File: config.mk
export PLATFORM = sky130hd
export DESIGN_NAME = tas_queue
export DESIGN_NICKNAME = d
export VERILOG_FILES = /design/src/hdl/tas_pkg.sv /design/src/hdl/tas_queue.sv
export SDC_FILE = /design/constraint.sdc
export NUM_CORES = 1
export LEC_CHECK = 0
export BUFFER_PORTS_ARGS = -buffer_cell sky130_fd_sc_hd__buf_2
export CAP_MARGIN = 40
export CELL_PAD_IN_SITES_DETAIL_PLACEMENT = 0
export CELL_PAD_IN_SITES_GLOBAL_PLACEMENT = 1
export CORE_MARGIN = 2
export CORE_UTILIZATION = 30
export CTS_BUF_LIST = sky130_fd_sc_hd__clkbuf_4 sky130_fd_sc_hd__clkbuf_8
export CTS_CLUSTER_SIZE = 25
export DETAILED_ROUTE_END_ITERATION = 6
export PLACE_DENSITY_LB_ADDON = 0.1
export SYNTH_ARGS = -nofsm -noshare
export SYNTH_HDL_FRONTEND = slang
export SYNTH_SLANG_ARGS = --single-unit
File: constraint.sdc
create_clock -name clock -period 2.49 [get_ports clock]
set_input_delay 0.3735 -clock clock [delete_from_list [all_inputs] [get_ports clock]]
set_output_delay 0.3735 -clock clock [all_outputs]
set_load 0.02 [all_outputs]
File: src/hdl/tas_pkg.sv
// Shared types and constants for the tensor axis-swap address remapper.
// Used by every module under hdl/; depends on nothing else.
`default_nettype none

package tas_pkg;

   // Defaults for the top-level parameters
   localparam int MAX_DIMS_DEF    = 8;
   localparam int EXTENT_BITS_DEF = 16;
   localparam int DATA_BITS_DEF   = 32;

   // Fixed field widths
   localparam int INDEX_BITS     = 32;
   localparam int SLOT_BITS      = 16;
   localparam int CFG_DATA_BITS  = 64;
   localparam int CSR_INDEX_BITS = 3;
   localparam int COUNT_BITS     = 4;
   localparam int AXIS_BITS      = 3;
   localparam int SAT_BITS       = INDEX_BITS + 1;
   localparam int RECIP_BITS     = INDEX_BITS + 1;
   localparam int QUO_STEP_BITS  = $clog2(RECIP_BITS);

   // Register indexes on the csr channel
   localparam logic [CSR_INDEX_BITS-1:0] CSR_DIM_COUNT    = 3'd0;
   localparam logic [CSR_INDEX_BITS-1:0] CSR_SWAP_AXIS_A  = 3'd1;
   localparam logic [CSR_INDEX_BITS-1:0] CSR_SWAP_AXIS_B  = 3'd2;
   localparam logic [CSR_INDEX_BITS-1:0] CSR_EXTENTS_LOW  = 3'd3;
   localparam logic [CSR_INDEX_BITS-1:0] CSR_EXTENTS_HIGH = 3'd4;

   // Saturation point of element counts: 2^32
   localparam logic [SAT_BITS-1:0] TOTAL_CAP = {1'b1, {INDEX_BITS{1'b0}}};

   // Divisor slots, in the order the index is taken apart
   localparam int NUM_DIVS = 4;
   localparam int DIV_SEL_BITS = 2;
   localparam logic [DIV_SEL_BITS-1:0] DIV_Q    = 2'd0; // dims after the inner swap axis
   localparam logic [DIV_SEL_BITS-1:0] DIV_EB   = 2'd1; // extent of the inner swap axis
   localparam logic [DIV_SEL_BITS-1:0] DIV_M    = 2'd2; // dims between the swap axes
   localparam logic [DIV_SEL_BITS-1:0] DIV_EA   = 2'd3; // extent of the outer swap axis
   localparam logic [DIV_SEL_BITS-1:0] DIV_LAST = DIV_EA;

   // Back pipeline: three steps per division, then one multiply-add per divisor
   localparam int DIV_PHASES  = 3;
   localparam int BACK_STAGES = NUM_DIVS * DIV_PHASES + NUM_DIVS;

   localparam int QUEUE_DEPTH = 4;

   // One divisor: saturated value for division, low word for recombination,
   // and floor(2^32 / value) for the reciprocal multiply
   typedef struct packed {
      logic [SAT_BITS-1:0]   sat;
      logic [INDEX_BITS-1:0] wrap;
      logic [RECIP_BITS-1:0] recip;
   } divisor_type;

   // Shape summary handed from setup to the front and back
   typedef struct packed {
      logic                                axis_err;
      logic                                ident;
      logic [SAT_BITS-1:0]                 total;
      logic [NUM_DIVS-1:0][SAT_BITS+INDEX_BITS+RECIP_BITS-1:0] div_bits;
   } shape_type;

   // Classified item between front and back
   typedef struct packed {
      logic                  err;
      logic                  ident;
      logic [INDEX_BITS-1:0] idx;
   } item_type;

   // Word carried through the back pipeline
   typedef struct packed {
      logic                                err;
      logic                                ident;
      logic [INDEX_BITS-1:0]               orig;
      logic [INDEX_BITS-1:0]               x;
      logic [INDEX_BITS-1:0]               qe;
      logic [NUM_DIVS-1:0][INDEX_BITS-1:0] crd;
   } pipe_type;

endpackage

`default_nettype wire

File: src/hdl/tas_queue.sv
// Short queue between the front and the back of the remapper.
// Depends on tas_pkg for the default depth.
`default_nettype none

module tas_queue #(
   parameter int WIDTH = 1,
   parameter int DEPTH = tas_pkg::QUEUE_DEPTH
) (
   input  wire logic             clock,
   input  wire logic             reset,
   input  wire logic             push,
   input  wire logic [WIDTH-1:0] push_data,
   output logic                  full,
   input  wire logic             pop,
   output logic                  empty,
   output logic [WIDTH-1:0]      head
);

   localparam int PTR_BITS = $clog2(DEPTH);
   localparam int CNT_BITS = $clog2(DEPTH + 1);
   localparam logic [PTR_BITS-1:0] PTR_LAST = PTR_BITS'(DEPTH - 1);

   logic [WIDTH-1:0]    slot_ff [DEPTH];
   logic [PTR_BITS-1:0] wr_ff, wr_in;
   logic [PTR_BITS-1:0] rd_ff, rd_in;
   logic [CNT_BITS-1:0] cnt_ff, cnt_in;
   logic                do_push, do_pop;

   assign full    = (cnt_ff == CNT_BITS'(DEPTH));
   assign empty   = (cnt_ff == '0);
   assign do_push = push && !full;
   assign do_pop  = pop && !empty;
   assign head    = slot_ff[rd_ff];

   // Advance pointers with wrap, track fill level
   always_comb begin
      wr_in  = wr_ff;
      rd_in  = rd_ff;
      cnt_in = cnt_ff;
      if (do_push) begin
         wr_in = (wr_ff == PTR_LAST) ? '0 : wr_ff + PTR_BITS'(1);
      end
      if (do_pop) begin
         rd_in = (rd_ff == PTR_LAST) ? '0 : rd_ff + PTR_BITS'(1);
      end
      if (do_push && !do_pop) begin
         cnt_in = cnt_ff + CNT_BITS'(1);
      end else if (do_pop && !do_push) begin
         cnt_in = cnt_ff - CNT_BITS'(1);
      end
   end

   always_ff @(posedge clock) begin
      if (reset) begin
         wr_ff  <= '0;
         rd_ff  <= '0;
         cnt_ff <= '0;
      end else begin
         wr_ff  <= wr_in;
         rd_ff  <= rd_in;
         cnt_ff <= cnt_in;
      end
   end

   always_ff @(posedge clock) begin
      if (do_push) begin
         slot_ff[wr_ff] <= push_data;
      end
   end

endmodule

`default_nettype wire

=== Yosys cells after proc, flatten, opt, wreduce, memory -nomap -nowiden ===
Memory sizes are Yosys's and may differ from the RTL's. A register that Yosys moved wholly into a read port is not among the register bits.
Cells that the tools add are included.

* Memories: 1
* Bits in registers: 7
* Logic and storage cells: 29
* Output and inout port bits: 3
* RAM bits: 4

{| class="wikitable"
|+ Memory list
! memory !! depth !! bits a word !! rd ports !! clocked after Yosys merged registers in !! write ports !! RTL line !! source
|-
| slot_ff || 4 || 1 || 1 || 1 || 1 || tas_queue.sv:23 || <nowiki>logic [WIDTH-1:0] slot_ff [DEPTH];</nowiki>
|}

* Add/sub/neg operators: 4
* Reductions and logical operators: 10
* Eq/ne operators: 3
* Multiplexer cells: 8

{| class="wikitable"
|+ Operators with widths
! kind !! number
|-
| 2-to-1 mux 2 bit || 4
|-
| 2-to-1 mux 3 bit || 2
|-
| adder 2 x 1 -> 2 bit (second input constant) || 2
|-
| == test 2 bit (second input constant) || 2
|-
| logical AND 1 bit || 4
|-
| zero test 1 bit || 4
|-
| adder 3 x 1 -> 3 bit (second input constant) || 1
|-
| == test 3 bit (second input constant) || 1
|-
| zero test 3 bit || 1
|-
| subtractor 3 x 1 -> 3 bit (second input constant) || 1
|-
| 2-to-1 mux 1 bit || 2
|-
| nonzero test 2 bit || 1
|}

=== Logic depth before layout (Yosys ltp) ===
* Depth in word-level cells: 7
* Gate-level depth with buffers: 10
* Mapped depth without buffers: 9

=== Worst setup path before layout ===
No wires, ideal clock.

* Kind: flip-flop to flip-flop
* Start point: reg cnt_ff[0]
* End point: reg cnt_ff[2]
* Stages on the path, launching flop included: 11
* Setup slack: 0.399 ns
* Path buffers: 1
* Arrival: 2.021 ns
* Library setup time: 0.070 ns
* Clock period less this slack: 2.091 ns
* Cell sequence: dfxtp_1 -> or3b_1 -> buf_6 -> clkinv_4 -> nor2_2 -> ha_1 -> inv_1 -> fa_1 -> xor2_1 -> or3_1 -> a21oi_1

* Longest elaborated chain between the ends: 6
* Elaborated cells between the ends (all ways): 15

{| class="wikitable"
|+ Ends and longest elaborated chain
! item !! RTL line !! source
|-
| start, declared || tas_queue.sv:26 || <nowiki>logic [CNT_BITS-1:0] cnt_ff, cnt_in;</nowiki>
|-
| start signal, assigned || tas_queue.sv:61 || <nowiki>cnt_ff <= cnt_in;</nowiki>
|-
| == test 3 bit * || tas_queue.sv:29 || <nowiki>assign full = (cnt_ff == CNT_BITS'(DEPTH));</nowiki>
|-
| named net full || tas_queue.sv:13 || <nowiki>output logic full,</nowiki>
|-
| zero test 1 bit * || tas_queue.sv:31 || <nowiki>assign do_push = push && !full;</nowiki>
|-
| logical AND 1 bit * || tas_queue.sv:31 ||
|-
| named net do_push || tas_queue.sv:27 || <nowiki>logic do_push, do_pop;</nowiki>
|-
| zero test 1 bit || tas_queue.sv:48 || <nowiki>end else if (do_pop && !do_push) begin</nowiki>
|-
| logical AND 1 bit || tas_queue.sv:48 ||
|-
| nonzero test 2 bit (no line) || - ||
|}

Mark *: on every way through the listed nets, which the timed path passes. The rest lies on a longest branch. The select of a mux whose other input is x is not followed.
A chain may end at the register's enable or synchronous reset.

=== Final worst setup path ===
* Start point: reg cnt_ff[0]
* End point: reg cnt_ff[2]

* Longest elaborated chain between the ends: 6
* Elaborated cells between the ends (all ways): 15

{| class="wikitable"
|+ Ends and longest elaborated chain
! item
|-
| parallel branches: the longest is 6 deep, another holds subtractor 3 x 1 -> 3 bit
|}

Several ways; the timed one is not identified. The select of a mux whose other input is x is not followed.

==> results.md <==
- Final Hold Fails: 0
- Via count: 401
- Crit path capture type: register
- Die height: 50.4 µm
- Main area contributors after synthesis: dfxtp_1 (28%), edfxtp_1 (19%), ha_1 (12%)
- Die width: 50.4 µm
- Yosys warnings: 0
- Ys flop type: dfxtp_1
- Outcome: finished clean
- Worst clock skew: around 0.0027 ns
- Post-detail-place hpwl: 733 µm
- Crit-path cells: o31ai_2 -> ha_1 -> inv_1 -> fa_1 -> xor2_1 -> or3_1 -> a21oi_1
- Clk slew on worst S/H paths: ~0.080 ns
- Rows: 16
- Final WL: 899 µm
- Max incr delay on CP: 0.43 ns
- Yosys top cell by area: dfxtp_1
- Worst-margin pin slew: 0.400 ns
- Num ports: 8
- Lkg Pwr: 0.330 nW
- Critical Path RT: 2.69 ns
- Post-synth EDFFs: 4
- CTS sink count: 13
- WL met3: 35 µm
- GRT Overall Usage: 0.0885
- ANT nets after route: 0
- Syn nets: 67
- IO Port Bufs: 7
- Initial antenna violation count: 0
- Synth cell types: 24
- Clk root buf: clkbuf_4
- Register area: 300 µm²
- Max VDD drop: 0.345 mV
- Arrival time worst endpoint: ~2.3 ns
- Setup Crit Path Kind: reg2reg
- Vias per inst: 4.36
- Syn Inst Count: 55
- M1 wire length: 458 µm
- Initial core utilization: 0.322
- Post-route clock period utilization: 0.861
- Routed len/inst: 9.77 µm
- Nets: 78
- Vias in the first global route: 370
- Maximum clock insertion buffer count: 2
- Cell Area, Synth: 646 µm²
- DR top layer: met4
- Number of H-tree levels: 1
- # Post-CTS Setup Buffers: 0
- Post-synth top area share: 0.279
- Fillers: 207
- Initial drt markers: 5
- Full die area: about 0.0025 mm²
- Number of remaining DRC errors: 0
- Minimum clock period: 2.14 ns
- Commonest non-fill, non-tap cell in the layout: dfxtp_1
- Relative slew slack: 0.732
- Post-Syn Area per Cell: 11.7 µm²
- Area delta synth->final: 14.1%
- CTS buffer count: 3
- Share of layout cells above drive strength 1: 0.277
- Max Slew Vio Count: 0
- Antenna Cells: 0
- Slowest-stage cell, CP: o31ai_2
- Total power draw: approximately 0.70 mW
- Max cap viols: 0
- Core area: 0.00200 mm²
- Startpoint types: register
- Clock latency on the worst-skew pair: 0.26 ns
- First-pass GRT wire length: between 1.5 and 2 mm
- Seq/Total Area, Yosys: 0.465
- Hold Buf Count CTS: 0
- Congestion Overflow GR: 0
- Fmax: 0.466 GHz
- Peak fanout along the critical path: 5
- Drt pass-1 iters: 2
- Final setup viols: 0
- Synth Register Bits: 13
- Synth async-reset ratio: 0
- RSZ-0062 raised after global routing: no
- Multi-input gate area: 293 µm²
- Post-CTS resize count: 0
- Met2 WL post-DR: 392 µm
- CTS tree: done
- Setup TNS Final: 0 ns
- Largest net degree at the start of global routing: 9
- Min-delay worst type: in2reg
- Most frequent cells in the layout: dfxtp_1 (9), buf_2 (7), ha_1 (6)
- Final Wtd Congestion: 0.659
- Pwr per Cell Area: around 940 mW/mm²
-- final timing paths --
kind	start	endpoint	slack, ns	depth (start not counted)
worst max-delay path	cnt_ff[0]	cnt_ff[2]	0.35	7
worst min-delay path	push_data	slot_ff[1]	0.32	1
worst max register to register	cnt_ff[0]	cnt_ff[2]	0.35	7
worst min register to register	rd_ff[0]	rd_ff[0]	0.50	2
-- cell type report --
class / instances / area share
repair buffers: 8 / 0.0577
inverters: 5 / 0.0509
flip-flops and latches: 13 / 0.407
well taps: 27 / 0.0458
clock buffers: 4 / 0.0407
multi-input cells: 35 / 0.397
-- kinds of logic after synthesis --
kind of cell,after synthesis,share of synthesized area
mux,3,0.0659
fa+ha+maj,7,0.147
flops,13,0.465
xor+xnor,2,0.0271
buf+inv,7,0.0814
simple gates,16,0.136
compound gates,7,0.0775
-- through the flow --
stage          setup slack, ns  area, µm²  std cells  hold WS (ns)   util
2_1_floorplan            0.399        646         55         0.463      -
3_3_place_gp             0.327        707         88         0.496  0.353
3_5_place_dp             0.331        707         88         0.497  0.353
4_1_cts                  0.319        737         92         0.316  0.368
5_1_grt                  0.179        737         92         0.315  0.368
6_report                 0.346        737         92         0.322  0.368
-- power by group --
group | leakage [nW] | internal (mW) | switching [mW]
logic | 0.201 | 0.120 | 0.134
clock network | 0.0184 | 0.0727 | 0.0612
registers | 0.111 | 0.266 | 0.0413
-- worst max-delay path, delay by kind of cell, from the launching register on --
family          cells  cell delay [ns]
xor+xnor            1             0.15
buf+inv             1             0.06
simple gates        1             0.30
flops               1             0.37
compound gates      2             0.56
fa+ha+maj           2             0.63
-- cell usage after synthesis (2+ instances only) --
cell type,count
dfxtp_1,9
a21oi_1,3
nand3_1,2
or3_1,2
o31ai_2,2
nor3_1,2
ha_1,6
xor2_1,2
nor2_1,3
edfxtp_1,4
mux2i_1,2
and3_1,4
inv_1,3
-- routing by layer --
metal,GRT usage,up-vias
met1,0.123,182
met4,0.0541,0
met5,0,-
met3,0.0357,2
li1,-,212
met2,0.112,5
Note: power is estimated with default switching activity, not from simulation.
