### src/hdl/tas_pkg.sv
// Shared types and constants for the tensor axis-swap address remapper.
// Used by every module under hdl/; depends on nothing else.
`default_nettype none

package tas_pkg;

   // Defaults for the top-level parameters
   localparam int MAX_DIMS_DEF    = 8;
   localparam int EXTENT_BITS_DEF = 16;
   localparam int DATA_BITS_DEF   = 32;

   // Fixed field widths
   localparam int INDEX_BITS     = 32;
   localparam int SLOT_BITS      = 16;
   localparam int CFG_DATA_BITS  = 64;
   localparam int CSR_INDEX_BITS = 3;
   localparam int COUNT_BITS     = 4;
   localparam int AXIS_BITS      = 3;
   localparam int SAT_BITS       = INDEX_BITS + 1;
   localparam int RECIP_BITS     = INDEX_BITS + 1;
   localparam int QUO_STEP_BITS  = $clog2(RECIP_BITS);

   // Register indexes on the csr channel
   localparam logic [CSR_INDEX_BITS-1:0] CSR_DIM_COUNT    = 3'd0;
   localparam logic [CSR_INDEX_BITS-1:0] CSR_SWAP_AXIS_A  = 3'd1;
   localparam logic [CSR_INDEX_BITS-1:0] CSR_SWAP_AXIS_B  = 3'd2;
   localparam logic [CSR_INDEX_BITS-1:0] CSR_EXTENTS_LOW  = 3'd3;
   localparam logic [CSR_INDEX_BITS-1:0] CSR_EXTENTS_HIGH = 3'd4;

   // Saturation point of element counts: 2^32
   localparam logic [SAT_BITS-1:0] TOTAL_CAP = {1'b1, {INDEX_BITS{1'b0}}};

   // Divisor slots, in the order the index is taken apart
   localparam int NUM_DIVS = 4;
   localparam int DIV_SEL_BITS = 2;
   localparam logic [DIV_SEL_BITS-1:0] DIV_Q    = 2'd0; // dims after the inner swap axis
   localparam logic [DIV_SEL_BITS-1:0] DIV_EB   = 2'd1; // extent of the inner swap axis
   localparam logic [DIV_SEL_BITS-1:0] DIV_M    = 2'd2; // dims between the swap axes
   localparam logic [DIV_SEL_BITS-1:0] DIV_EA   = 2'd3; // extent of the outer swap axis
   localparam logic [DIV_SEL_BITS-1:0] DIV_LAST = DIV_EA;

   // Back pipeline: three steps per division, then one multiply-add per divisor
   localparam int DIV_PHASES  = 3;
   localparam int BACK_STAGES = NUM_DIVS * DIV_PHASES + NUM_DIVS;

   localparam int QUEUE_DEPTH = 4;

   // One divisor: saturated value for division, low word for recombination,
   // and floor(2^32 / value) for the reciprocal multiply
   typedef struct packed {
      logic [SAT_BITS-1:0]   sat;
      logic [INDEX_BITS-1:0] wrap;
      logic [RECIP_BITS-1:0] recip;
   } divisor_type;

   // Shape summary handed from setup to the front and back
   typedef struct packed {
      logic                                axis_err;
      logic                                ident;
      logic [SAT_BITS-1:0]                 total;
      logic [NUM_DIVS-1:0][SAT_BITS+INDEX_BITS+RECIP_BITS-1:0] div_bits;
   } shape_type;

   // Classified item between front and back
   typedef struct packed {
      logic                  err;
      logic                  ident;
      logic [INDEX_BITS-1:0] idx;
   } item_type;

   // Word carried through the back pipeline
   typedef struct packed {
      logic                                err;
      logic                                ident;
      logic [INDEX_BITS-1:0]               orig;
      logic [INDEX_BITS-1:0]               x;
      logic [INDEX_BITS-1:0]               qe;
      logic [NUM_DIVS-1:0][INDEX_BITS-1:0] crd;
   } pipe_type;

endpackage

`default_nettype wire

### src/hdl/tas_front.sv
// Front end: accepts request words and flags range errors and identity swaps.
// Depends on tas_pkg; feeds tas_queue.
`default_nettype none

module tas_front #(
   parameter int DATA_BITS = tas_pkg::DATA_BITS_DEF
) (
   input  wire logic                            clock,
   input  wire logic                            reset,
   input  wire logic                            req_valid,
   output logic                                 req_ready,
   input  wire logic [tas_pkg::INDEX_BITS-1:0]  req_element_index,
   input  wire logic [DATA_BITS-1:0]            req_element_value,
   input  wire logic                            setup_busy,
   input  wire tas_pkg::shape_type              shape,
   input  wire logic                            q_full,
   output logic                                 push,
   output tas_pkg::item_type                    push_item,
   output logic [DATA_BITS-1:0]                 push_value
);

   logic                 vld_ff, vld_in;
   tas_pkg::item_type    item_ff, item_in;
   logic [DATA_BITS-1:0] value_ff;
   logic                 accept;

   // Hand the held word to the queue whenever it has room
   assign push      = vld_ff && !q_full;
   assign req_ready = !setup_busy && (!vld_ff || !q_full);
   assign accept    = req_valid && req_ready;

   // Classify the incoming word
   always_comb begin
      item_in.idx   = req_element_index;
      item_in.ident = shape.ident;
      item_in.err   = shape.axis_err ||
                      ({1'b0, req_element_index} >= shape.total);
   end

   assign vld_in = accept ? 1'b1 : (push ? 1'b0 : vld_ff);

   always_ff @(posedge clock) begin
      if (reset) begin
         vld_ff <= 1'b0;
      end else begin
         vld_ff <= vld_in;
      end
   end

   always_ff @(posedge clock) begin
      if (accept) begin
         item_ff  <= item_in;
         value_ff <= req_element_value;
      end
   end

   assign push_item  = item_ff;
   assign push_value = value_ff;

endmodule

`default_nettype wire

### config.mk
export PLATFORM = sky130hd
export DESIGN_NAME = tas_front
export DESIGN_NICKNAME = d
export VERILOG_FILES = /design/src/hdl/tas_pkg.sv /design/src/hdl/tas_front.sv
export SDC_FILE = /design/constraint.sdc
export NUM_CORES = 1
export LEC_CHECK = 0
export ABC_AREA = 1
export ABC_CLOCK_PERIOD_IN_PS = 8150
export BUFFER_PORTS_ARGS = -buffer_cell sky130_fd_sc_hd__buf_2
export CORE_AREA = 2 2 220 222
export CTS_BUF_LIST = sky130_fd_sc_hd__clkbuf_4
export DETAILED_ROUTE_END_ITERATION = 7
export DIE_AREA = 0 0 222 224
export PLACE_DENSITY = 0.32
export SYNTH_ARGS = -nofsm -noshare
export SYNTH_HDL_FRONTEND = slang
export SYNTH_SLANG_ARGS = --single-unit
### constraint.sdc
create_clock -name clock -period 8.15 [get_ports clock]
set_clock_uncertainty 0.1 [all_clocks]
set_input_delay 1.63 -clock clock [delete_from_list [all_inputs] [get_ports clock]]
set_output_delay 1.63 -clock clock [all_outputs]
set_load 0.01 [all_outputs]
Word level (Yosys, flattened, before mapping):

Cells that the tools add are included.

* mux-type cells: 2
* divide/modulo/power cells: 0
* multiply operators: 0
* magnitude comparators: 1
* reduce and logical (&&, ||, !) cells: 9
* bitwise logic cells: 0
* shift operators: 0
* add/subtract/negate cells: 0
* equal/unequal tests: 0

Operator list (number)
* $ge 32x33->1: 1
* $logic_and 1x1->1: 3
* $logic_not 1->1: 3
* $logic_or 1x1->1: 2
* $mux 1: 2
* $reduce_bool 2->1: 1

* latch bits: 0
* bits in read-only memories: 0
* bits of input ports: 496
* output and inout port bits: 68
* memories kept: 0
* logic and storage cells: 17
* register bits: 67
* RAM bits: 0

Logic depth before layout (Yosys ltp):

Gate-level depths: netlist (run 1).

* depth in word-level cells: 5
* gate-level depth with buffers: 12
* mapped depth without buffers: 12

Worst setup path before layout (run 1):

Ideal clock, no wire load.

* kind: input port to flip-flop
* from: input q_full
* to: register item_ff, in the netlist push_item[0], enable pin
* setup slack: 0.860 ns
* cell stages on the path: 3
* data required time: 7.461 ns
* arrival: 6.601 ns
* buffers on the path: 0
* library setup time: 0.589 ns
* path through: nand2_1 -> inv_1 -> nor3b_1

* word-level cells in the longest chain between the ends: 4

Ends and longest elaborated chain
* start: declaration: line tas_front.sv:16 `input wire logic q_full,`
* $logic_not 1->1: line tas_front.sv:29 `assign req_ready = !setup_busy && (!vld_ff || !q_full);`
* $logic_or 1x1->1: line tas_front.sv:29
* $logic_and 1x1->1: line tas_front.sv:29
* $logic_and 1x1->1: line tas_front.sv:30 `assign accept = req_valid && req_ready;`
* named net accept: line tas_front.sv:25 `logic accept;`
* end signal: assignment: line tas_front.sv:52 `item_ff <= item_in;`
* end: declaration: line tas_front.sv:23 `tas_pkg::item_type item_ff, item_in;`

The timed path passes the listed nets, and every way through them passes these cells.
A chain may end at the register's enable or synchronous reset.

Worst setup path after layout (run 1):

* from: input q_full
* to: output req_ready

* word-level cells in the longest chain between the ends: 3

Ends and longest elaborated chain
* $logic_not 1->1: line tas_front.sv:29
* $logic_or 1x1->1: line tas_front.sv:29
* $logic_and 1x1->1: line tas_front.sv:29
* end: declaration: line tas_front.sv:11 `output logic req_ready,`

Every way passes these cells.

==> results of run 1 <==
==> worst min-delay path, cell delays in order, from the launching register on <==
cell and delay (ns):
dfxtp_1 0.35, nand2_1 0.05, inv_1 0.09, o21bai_1 0.08, inv_1 0.05
==> sequential cells by signal, summed over array words and instances (netlist names) <==
name        flops
push_item      34
push_value     32
vld_ff          1
==> layer usage <==
| metal | share of wire | up-vias | GRT usage |
|---|---|---|---|
| met5 | 0.0014 | - | 0 |
| met4 | 0.032 | 2 | 0.0320 |
| met3 | 0.073 | 24 | 0.0214 |
| met2 | 0.42 | 107 | 0.0683 |
| met1 | 0.47 | 978 | 0.0604 |
| li1 | - | 1140 | - |
==> logic make-up after synthesis <==
logic type      Yosys count  share of synthesized area
flops                    67                      0.677
simple gates             59                     0.0893
buf+inv                  47                     0.0597
fa+ha+maj                32                      0.135
compound gates           20                     0.0381
==> worst paths after layout <==
path	start	to	slack [ns]	cells past startpoint
min	vld_ff	vld_ff	0.53	4
min reg2reg	vld_ff	vld_ff	0.53	4
max	q_full	req_ready	4.37	5
max reg2reg	vld_ff	push_value[29]	6.25	4
==> area by class of cell <==
type	count	area [µm²]	area share
antenna	6	15.0	0.00315
timing repair buffer	172	863	0.181
multi-input combinational	111	782	0.164
inverter	47	176	0.0370
tap	615	769	0.161
clock buffer	9	67.6	0.0142
clock inverter	7	92.6	0.0194
sequential	67	2000	0.420
==> Yosys cell counts <==
cell type  instances  area share
dfxtp_1            1      0.0068
nand3_1            2      0.0034
nor3_1             2      0.0034
nand2_2            2      0.0042
o21ai_1            1      0.0017
nand2_1           36       0.046
o21bai_1           2      0.0051
nand3_2            1      0.0034
nand3b_1           2      0.0051
inv_1             47       0.060
a21oi_1           13       0.022
edfxtp_1          66        0.67
o21a_1             1      0.0025
nor3b_1            1      0.0025
nand4_1            1      0.0021
o21ai_0            1      0.0017
nor2_2             2      0.0042
ha_1              32        0.14
nor2_4             1      0.0038
nor2_1             9       0.011
a21o_1             2      0.0051
==> stage by stage <==
stage	util	power [mW]	hold WS (ns)	instance area, µm²	setup WS (ns)
6_report	0.101	0.785	0.529	4770	4.37
5_1_grt	0.101	0.848	0.572	4770	4.29
4_1_cts	0.100	0.823	0.542	4750	4.36
3_5_place_dp	0.0970	0.518	0.513	4590	4.36
3_3_place_gp	0.0970	0.517	0.509	4590	4.36
2_1_floorplan	-	0.457	0.452	2960	0.860
==> power by group through the flow <==
stage / sequential, mW / clock, mW / combinational (mW)
3_5_place_dp: 0.408 / 0 / 0.111
6_report: 0.399 / 0.280 / 0.105
2_1_floorplan: 0.418 / 0 / 0.0388
3_3_place_gp: 0.407 / 0 / 0.109
4_1_cts: 0.400 / 0.312 / 0.111
5_1_grt: 0.401 / 0.325 / 0.122
==> flow_metrics.env, run 1 <==
export IMPL_status="finished, final reports clean"
export IMPL_power_density_nw_per_um2=165
export IMPL_setup_violations=0
export IMPL_ant_nets=0
export IMPL_required_ns=6.42
export IMPL_dp_hpwl_um=9500
export IMPL_cts_buffer_depth=2
export IMPL_fmax_ghz=0.264
export IMPL_drc_errors=0
export IMPL_drt_iter0_drc=77
export IMPL_crit_slowest_cell="buf_2"
export IMPL_synth_seq_cells=67
export IMPL_maxSlewHeadroom=0.326
export IMPL_p_switching_mw=0.221
export IMPL_cp_cell_sequence="buf_2 > nand2_1 > inv_1 > nor2_1 > buf_2"
export IMPL_io_pins=564
export IMPL_routedWlPerCell_um=11.2
export IMPL_cts_made_buffers=9
export IMPL_synth_cell_types=21
export IMPL_core_area_um2=47300
export IMPL_cts_max_level=3
export IMPL_ir_drop_mv=0.0755
export IMPL_drt_first_pass_iters=4
export IMPL_synth_nets=753
export IMPL_cts_tree="yes"
export IMPL_finalNonFillerCells=1034
export IMPL_postCtsSetupBuffers=0
export IMPL_ys_seq_area_frac=0.677
export IMPL_cts_resized=0
export IMPL_arrival_ns=2.05
export IMPL_p_clk_frac=0.357
export IMPL_p_leak_nw=2.08
export IMPL_via_count=2251
export IMPL_p_int_mw=0.564
export IMPL_cpMostUsedCell="buf_2"
export IMPL_clock_sinks=67
export IMPL_critPathMaxFanout=3
export IMPL_grt_use_total=0.0488
export IMPL_clkLatencyLatePin_ns=0.52
export IMPL_min_delay_path_class="flop to flop"
export IMPL_worst_pin_slew_ns=1.01
export IMPL_p_seq_frac=0.509
export IMPL_fin_nets=936
export IMPL_period_share=0.464
export IMPL_grt_max_degree=68
export IMPL_clk_pin_slew_worst_paths_ns=0.12
export IMPL_drive_gt1_frac=0.472
export IMPL_final_common_cell="buf_2"
export IMPL_syn_area_per_cell_um2=13.1
export IMPL_yosys_warnings=0
export IMPL_fp_row_count=80
export IMPL_antenna_found_initial=7
export IMPL_grt_pass1_wl_um=16000
export IMPL_area_delta_synth_final_pct=61.3
export IMPL_crit_path_start_kind="primary input"
export IMPL_layout_min_cycle_time_ns=3.78
export IMPL_worstSetupPathType="primary input to primary output"
export IMPL_routed_via_density=2.18
export IMPL_place_port_buffers=171
export IMPL_netlist_instances=225
export IMPL_die_w_um=222
export IMPL_syn_area_um2=2960
export IMPL_gp_congestion=0.644
export IMPL_final_cell_mix="buf_2, edfxtp_1, inv_1, nand2_1, ha_1"
export IMPL_wl_um=11600
export IMPL_initial_core_util=0.0624
export IMPL_rsz0062_at_grt="no"
export IMPL_critPathCaptureType="primary output"
export IMPL_grt_pass1_vias=2281
export IMPL_power_switching_share=0.281
export IMPL_crit_family="buffers and inverters"
export IMPL_slew_violations=0
export IMPL_hold_viol_final=0
export IMPL_tns_ns=0
export IMPL_die_h_um=224
export IMPL_dp_cells=1012
export IMPL_fillers=5481
export IMPL_slowest_delay_ns=0.13
export IMPL_maxCapViolations=0
export IMPL_p_comb_frac=0.134
export IMPL_root_buffer="clkbuf_4"
export IMPL_cts_hold_buf=0
export IMPL_cp_num_buf_inv=3
export IMPL_fp_dieArea_um2=49700
export IMPL_grt_ovfl_total=0
No activity file was read; power rests on OpenSTA's default activity.
==> inputs of run 2 (changes only) <==
- ABC_CLOCK_PERIOD_IN_PS: 8150 -> 3200
- CORE_AREA: 2 2 220 222 -> 2 2 223 225
- DIE_AREA: 0 0 222 224 -> 0 0 225 227
- PLACE_DENSITY: 0.32 -> 0.33
- clock period: 8.15 -> 3.2 ns (I/O delays scaled with it)
==> run 2 against run 1 <==
  * Critical path depth down 1
  * Combinational power grew to 2.6 times the previous value
  * Global-route usage shrank 0.15 points
  * Register-to-register slack worse by 4.7 ns
  * Routed wire length up 0.53%
  * First-iteration DRC count down 31%
  * Sequential power increased to 2.6 times the previous value
  * Via count fell by 0.80%
  * Sequential share of layout area fell by 0.099 points
  * Clock power up 150%
  * Cell area rose by 0.24%
  * Clock-buffer cell count unchanged
  * Critical endpoint unchanged
  * Largest cell class unchanged
==> flow_metrics.env, run 2 (synthesis gave the netlist of run 1 again) <==
export IMPL_status="finished, final reports clean"
export IMPL_maxCapViolations=0
export IMPL_total_power_mw=1.98
export IMPL_cp_num_buf_inv=2
export IMPL_fillers=5593
export IMPL_clkLatencyLatePin_ns=0.56
export IMPL_p_clk_frac=0.352
export IMPL_clock_sinks=67
export IMPL_die_h_um=227
export IMPL_cts_tree="yes"
export IMPL_cts_resized=0
export IMPL_arrival_ns=1.27
export IMPL_cp_startpoint="vld_ff"
export IMPL_final_common_cell="buf_2"
export IMPL_hp_start="req_element_value[18]"
export IMPL_reg2reg_from="vld_ff"
export IMPL_critPathMaxFanout=3
export IMPL_cts_max_level=3
export IMPL_ant_nets=0
export IMPL_via_count=2233
export IMPL_required_ns=2.46
export IMPL_cts_made_buffers=9
export IMPL_cp_cell_sequence="nand2_1 > inv_1 > nor2_1 > buf_2"
export IMPL_p_switching_mw=0.608
export IMPL_p_seq_frac=0.513
export IMPL_drt_first_pass_iters=4
export IMPL_period_share=0.628
export IMPL_area_delta_synth_final_pct=61.7
export IMPL_power_density_nw_per_um2=415
export IMPL_dp_cells=1020
export IMPL_core_area_um2=48500
export IMPL_fmax_ghz=0.498
export IMPL_initial_core_util=0.0609
export IMPL_postCtsSetupBuffers=0
export IMPL_grt_pass1_vias=2160
export IMPL_p_comb_frac=0.135
export IMPL_drc_errors=0
export IMPL_die_w_um=225
export IMPL_cts_buffer_depth=2
export IMPL_dp_hpwl_um=9720
export IMPL_drt_iter0_drc=53
export IMPL_grt_max_degree=44
export IMPL_crit_path_start_kind="flop"
export IMPL_place_port_buffers=171
export IMPL_ir_drop_mv=0.207
export IMPL_min_delay_path_class="primary input to flop"
export IMPL_rsz0062_at_grt="no"
export IMPL_root_buffer="clkbuf_4"
export IMPL_largest_register_ffs=34
export IMPL_fp_row_count=81
export IMPL_routed_via_density=2.15
export IMPL_slowest_delay_ns=0.36
export IMPL_worst_pin_slew_ns=0.634
export IMPL_gp_congestion=0.624
export IMPL_finalNonFillerCells=1041
export IMPL_dpl_instance_area_um2=4620
export IMPL_hold_viol_final=0
export IMPL_crit_family="flip-flops"
export IMPL_setup_violations=0
export IMPL_p_leak_nw=2.07
export IMPL_clk_pin_slew_worst_paths_ns=0.16
export IMPL_antenna_found_initial=7
export IMPL_layout_min_cycle_time_ns=2.01
export IMPL_cts_hold_buf=0
export IMPL_fin_nets=937
export IMPL_power_switching_share=0.307
export IMPL_routedWlPerCell_um=11.2
export IMPL_stdcell_area_um2=4780
export IMPL_wl_um=11700
export IMPL_io_pins=564
export IMPL_grt_use_total=0.0474
export IMPL_crit_slowest_cell="dfxtp_1"
export IMPL_fp_dieArea_um2=51100
export IMPL_hold_ws_ns=0.140
export IMPL_final_cell_mix="buf_2, edfxtp_1, inv_1, nand2_1, ha_1"
export IMPL_critPathCaptureType="primary output"
export IMPL_p_int_mw=1.37
export IMPL_grt_pass1_wl_um=15400
export IMPL_grt_ovfl_total=0
export IMPL_tns_ns=0
export IMPL_maxSlewHeadroom=0.577
export IMPL_slew_violations=0
export IMPL_worstSetupPathType="flop to primary output"
export IMPL_drive_gt1_frac=0.473
## run 2: changes by cell type in the layout (fill, tap and decap cells not counted), sizes merged
cell	change
buf	+1
bufinv	-1
clkinv	-4
clkinvlp	+1
diode	-1
inv	+4
## run 2: worst register-to-register path, stage by stage, from the launching register on
cell     delay (ns)
dfxtp_1        0.34
nand2_1        0.05
inv_1          0.07
nor3b_4        0.18
buf_4          0.51
## run 2: final cells by class
| cell class | count | area [µm²] | share of cell area |
|---|---|---|---|
| clock inverters | 7 | 83.8 | 0.0175 |
| well taps | 622 | 778 | 0.163 |
| clock buffers | 9 | 67.6 | 0.0141 |
| diodes | 5 | 12.5 | 0.00262 |
| inverters | 47 | 176 | 0.0369 |
| flip-flops and latches | 67 | 2000 | 0.419 |
| repair buffers | 173 | 871 | 0.182 |
| multi-input cells | 111 | 788 | 0.165 |
## run 2: path summary, 6_finish.rpt
kind,endpoint,slack [ns],cells past startpoint
hold / removal,push_value[18],0.14,1
hold reg to reg,vld_ff,0.57,4
setup / recovery,req_ready,1.19,4
setup reg to reg,push_value[30],1.51,4
## run 2: metal layers
layer  up-vias  track usage  part of all wire
li1       1138            -                 -
met1       960       0.0583              0.47
met2       108       0.0647              0.41
met3        23       0.0258             0.090
met4         4       0.0269             0.027
met5         -            0            0.0026
## run 2: metrics by stage
| step | worst slack (ns) | util |
|---|---|---|
| final | 1.19 | 0.0985 |
| after global routing | 1.02 | 0.0984 |
| after CTS | 1.06 | 0.0982 |
| after detailed placement | 0.784 | 0.0951 |
| after global placement | 0.801 | 0.0951 |
| after floorplan | 0.187 | - |
## run 2: power by group through the flow
| stage | Combinational, mW | Clock (mW) | Sequential [mW] |
|---|---|---|---|
| after global routing | 0.313 | 0.798 | 1.02 |
| after detailed placement | 0.283 | 0 | 1.04 |
| after CTS | 0.284 | 0.786 | 1.02 |
| after floorplan | 0.0999 | 0 | 1.06 |
| after global placement | 0.281 | 0 | 1.04 |
| final | 0.268 | 0.698 | 1.02 |
